## src/rtl/xpfec_ram.sv

```systemverilog
// Generic simple dual-port RAM with one write port and one registered read port.
module xpfec_ram #(
  parameter int WIDTH = 8,
  parameter int DEPTH = 256
) (
  input  logic                     clk_i,
  input  logic                     we_i,
  input  logic [$clog2(DEPTH)-1:0] waddr_i,
  input  logic [WIDTH-1:0]         wdata_i,
  input  logic                     re_i,
  input  logic [$clog2(DEPTH)-1:0] raddr_i,
  output logic [WIDTH-1:0]         rdata_o
);

  logic [WIDTH-1:0] mem_q [DEPTH];

  // Write port; a read of the same address in the same cycle returns the old word.
  always_ff @(posedge clk_i) begin
    if (we_i) begin
      mem_q[waddr_i] <= wdata_i;
    end
    if (re_i) begin
      rdata_o <= mem_q[raddr_i];
    end
  end

endmodule

```

## config.mk

```make
export PLATFORM = sky130hd
export DESIGN_NAME = xpfec_ram
export DESIGN_NICKNAME = d
export VERILOG_FILES = /design/src/rtl/xpfec_ram.sv
export SDC_FILE = /design/constraint.sdc
export NUM_CORES = 2
export LEC_CHECK = 0
export ABC_CLOCK_PERIOD_IN_PS = 2320
export BUFFER_PORTS_ARGS = -buffer_cell sky130_fd_sc_hd__buf_4
export CAP_MARGIN = 10
export CORE_MARGIN = 1.5
export CORE_UTILIZATION = 29
export DETAILED_ROUTE_END_ITERATION = 10
export GPL_ROUTABILITY_DRIVEN = 0
export PLACE_DENSITY = 0.52
export REMOVE_ABC_BUFFERS = 1
export SKIP_LAST_GASP = 1
export SLEW_MARGIN = 30
export SYNTH_ARGS = -nofsm -noshare
export SYNTH_HDL_FRONTEND = slang
export SYNTH_SLANG_ARGS = --single-unit
export TNS_END_PERCENT = 100
```

## constraint.sdc

```tcl
create_clock -name clk_i -period 2.32 [get_ports clk_i]
set_clock_uncertainty 0.1 [all_clocks]
set_input_delay 0.232 -clock clk_i [delete_from_list [all_inputs] [get_ports clk_i]]
set_output_delay 0.232 -clock clk_i [all_outputs]
set_load 0.02 [all_outputs]
```

==> flow_summary.json <==
{
  "antennaDiodeCount": 0,
  "global_route.usage.met3": 0.0236,
  "max_slew.worst_pin.slew_ps": 834,
  "nNetsFinal": 4581,
  "synth.cell_area_um2": 79600,
  "finish.instance_area_um2": 97700,
  "grt_busiest_layer": "met2",
  "numCtsBuffers": 212,
  "initial_core_util": 0.291,
  "all_layer_gr_usage": 0.155,
  "routed_via_density": 4.89,
  "max-slew-margin-rel": 0.442,
  "die_area_um2": 278000,
  "crit_path_start_kind": "flip-flop",
  "grt_use_met1": 0.219,
  "mostFrequentLayoutCell": "sky130_fd_sc_hd__edfxtp_1",
  "globalRouteOverflowTotal": 0,
  "die_w_um": 527,
  "finalWorstPathRequiredPeriod_ps": 2510,
  "ctsRootBufferMaster": "sky130_fd_sc_hd__clkbuf_16",
  "count_of_flip_flops_with_a_built_in_enable_after_synthesis": 2056,
  "initial_drt_pass_iterations": 5,
  "ys_ff_latch": 2056,
  "clkLatencyLatePin_ps": 860,
  "clockBufferDepth": 3,
  "numClockSinks": 2056,
  "hold_path_startpoint": "waddr_i[3]",
  "min_hold_slack_ps": 74.0,
  "final_layout_size_suffix_gt1_frac": 0.352,
  "grt_first_pass_wirelength_mm": 311,
  "criticalPathCategory": "flip-flop to flip-flop",
  "fmax_ghz": 0.399,
  "ir_worst_vdd_mv": 0.717,
  "area.growth.synth_to_final_pct": 22.6,
  "power_per_cell_area_nw_per_um2": 806,
  "use_met2": 0.250,
  "min_path_type": "input pin to flip-flop",
  "route.vias.total": 40723,
  "detail_route.wirelength_mm": 217,
  "die_height_um": 527,
  "finalHoldViolations": 0,
  "core-area_um2": 273000,
  "ys_dominant_reg_cell": "sky130_fd_sc_hd__edfxtp_1",
  "final_ant_viol_nets": 0,
  "grt_start_max_net_pins": 101,
  "gate_count_of_the_mapped_netlist": 3733,
  "worstSetupEndpointType": "flip-flop",
  "critical_path.max_fanout": 1,
  "finalMaxSlewViolations": 0,
  "outcome": "finished with violations",
  "tritoncts": "built",
  "synthesis.area_per_instance_um2": 21.3,
  "io_pins": 35,
  "postLayoutSetupSlackWorst_ps": -186,
  "worst_ep_arrival_time_ps": 2980,
  "placement.cell_area_um2": 90000,
  "fp-row-count": 192,
  "fin_total_pwr_mw": 78.7,
  "p_leak_nw": 31.3,
  "setup_viol": 6,
  "dr.first_iter.drc_count": 3973,
  "final.period_utilization": 1.08,
  "setup.worst_path.start": "mem_q[131][2]",
  "violations": "setup timing",
  "final_core_util": 0.357,
  "detail_route.wl_per_cell_um": 26.1,
  "yosys.cell_types.count": 54,
  "synthArstFlopShare": 0,
  "cp.required_ps": 2790,
  "seq_area_frac_synth": 0.775,
  "grt_antenna_before_repair": 20,
  "detailedPlacementHpwl_mm": 142,
  "number_of_buffers_inserted_by_port_buffering": 34,
  "worstReg2RegStart": "mem_q[131][2]",
  "layout.cells.most_common_list": "sky130_fd_sc_hd__edfxtp_1, sky130_fd_sc_hd__buf_4, sky130_fd_sc_hd__mux4_2",
  "path_clk_slew_ps": 60,
  "maxCapViolations": 0,
  "clock_tree.htree_level_count": 4,
  "via_count_of_the_first_global_routing_pass": 41764,
  "grt_setup_unrepaired": "true",
  "drc": 0,
  "yosysWarningCount": 0
}
## stage by stage
stage,setup TNS (ps),instances,worst slack [ps]
floorplan,-3740,3500,-505
global placement,-11610,7895,-1660
detailed placement,-9920,7896,-1410
CTS,-1110,8305,-279
global route,-977,8321,-215
finish,-707,8321,-186
## timing repair
action,CTS,global route
gates resized for setup,59,46
endpoints found under the setup margin,8,8
pin swaps,19,23
setup buffers,0,17
hold buffers,18,0
hold endpoints to repair,1699,0
## worst max-delay path: stages (launching register included)
cell	delay (ps)
sky130_fd_sc_hd__edfxtp_1	380
sky130_fd_sc_hd__mux4_2	520
sky130_fd_sc_hd__mux4_2	510
sky130_fd_sc_hd__nor2_4	140
sky130_fd_sc_hd__a2111oi_4	50
sky130_fd_sc_hd__nor3_4	340
sky130_fd_sc_hd__buf_6	160
sky130_fd_sc_hd__nor4_4	30
## cell usage after synthesis, types with 3 or more instances
master	number	area, um^2
sky130_fd_sc_hd__buf_2	31	155
sky130_fd_sc_hd__buf_12	8	160
sky130_fd_sc_hd__mux4_2	454	10200
sky130_fd_sc_hd__nand2_1	33	124
sky130_fd_sc_hd__nor3_1	22	110
sky130_fd_sc_hd__o32ai_1	4	35.0
sky130_fd_sc_hd__a22o_1	8	70.1
sky130_fd_sc_hd__and2_1	6	37.5
sky130_fd_sc_hd__a21oi_1	96	480
sky130_fd_sc_hd__nand3_1	34	170
sky130_fd_sc_hd__nor4_2	3	37.5
sky130_fd_sc_hd__buf_4	27	203
sky130_fd_sc_hd__o22ai_1	28	175
sky130_fd_sc_hd__nor4_1	24	150
sky130_fd_sc_hd__buf_8	13	195
sky130_fd_sc_hd__a211oi_1	16	120
sky130_fd_sc_hd__o21ai_0	10	50.1
sky130_fd_sc_hd__buf_6	21	236
sky130_fd_sc_hd__clkbuf_1	111	417
sky130_fd_sc_hd__o221ai_1	46	403
sky130_fd_sc_hd__o22a_1	5	43.8
sky130_fd_sc_hd__edfxtp_1	2056	61700
sky130_fd_sc_hd__nor2b_1	31	194
sky130_fd_sc_hd__o211ai_1	10	75.1
sky130_fd_sc_hd__a221oi_1	13	114
sky130_fd_sc_hd__nand2b_1	8	50.1
sky130_fd_sc_hd__buf_1	22	82.6
sky130_fd_sc_hd__nand4_1	10	62.6
sky130_fd_sc_hd__or2_2	4	25.0
sky130_fd_sc_hd__mux2i_1	134	1340
sky130_fd_sc_hd__nor2_1	282	1060
sky130_fd_sc_hd__a22oi_1	133	998
## logic make-up after synthesis
kind of cell	Yosys count	share of synthesized area
flip-flops	2056	0.775
AO/OA/AOI/OAI	385	0.0342
AND/OR/NAND/NOR	466	0.0263
multiplexers	591	0.146
buffers and inverters	235	0.0183
## final cells by class
type                    instances  area, um^2
multi-input cells            1442       17100
repair buffers                840        7600
inverters                       2        7.51
clock inverters               126        1210
flip-flops and latches       2056       61700
fillers                     25287      176000
well taps                    3589        4490
clock buffers                 266        5530
## where the power goes
group	internal, mW	switching (mW)
combinational	1.95	2.75
sequential	41.0	0.0504
clock	18.6	14.4
total	61.5	17.2
## sequential cells by signal, indices dropped and copies added (netlist names)
register / flops
rdata_o: 8
mem_q: 2048
## metal layers
layer | vias to the layer above | wire length [um]
li1 | 17362 | -
met5 | - | 23
met2 | 1336 | 104000
met1 | 21715 | 95300
met3 | 306 | 13000
met4 | 4 | 5040
## path summary, 6_finish.rpt
check	endpoint	slack, ps	cells after the start
max reg2reg	rdata_o[2]	-190	7
min reg2reg	rdata_o[5]	1110	5
min	mem_q[166][7]	70	6
max	rdata_o[2]	-190	7
Power figures use the tool's default switching activity.
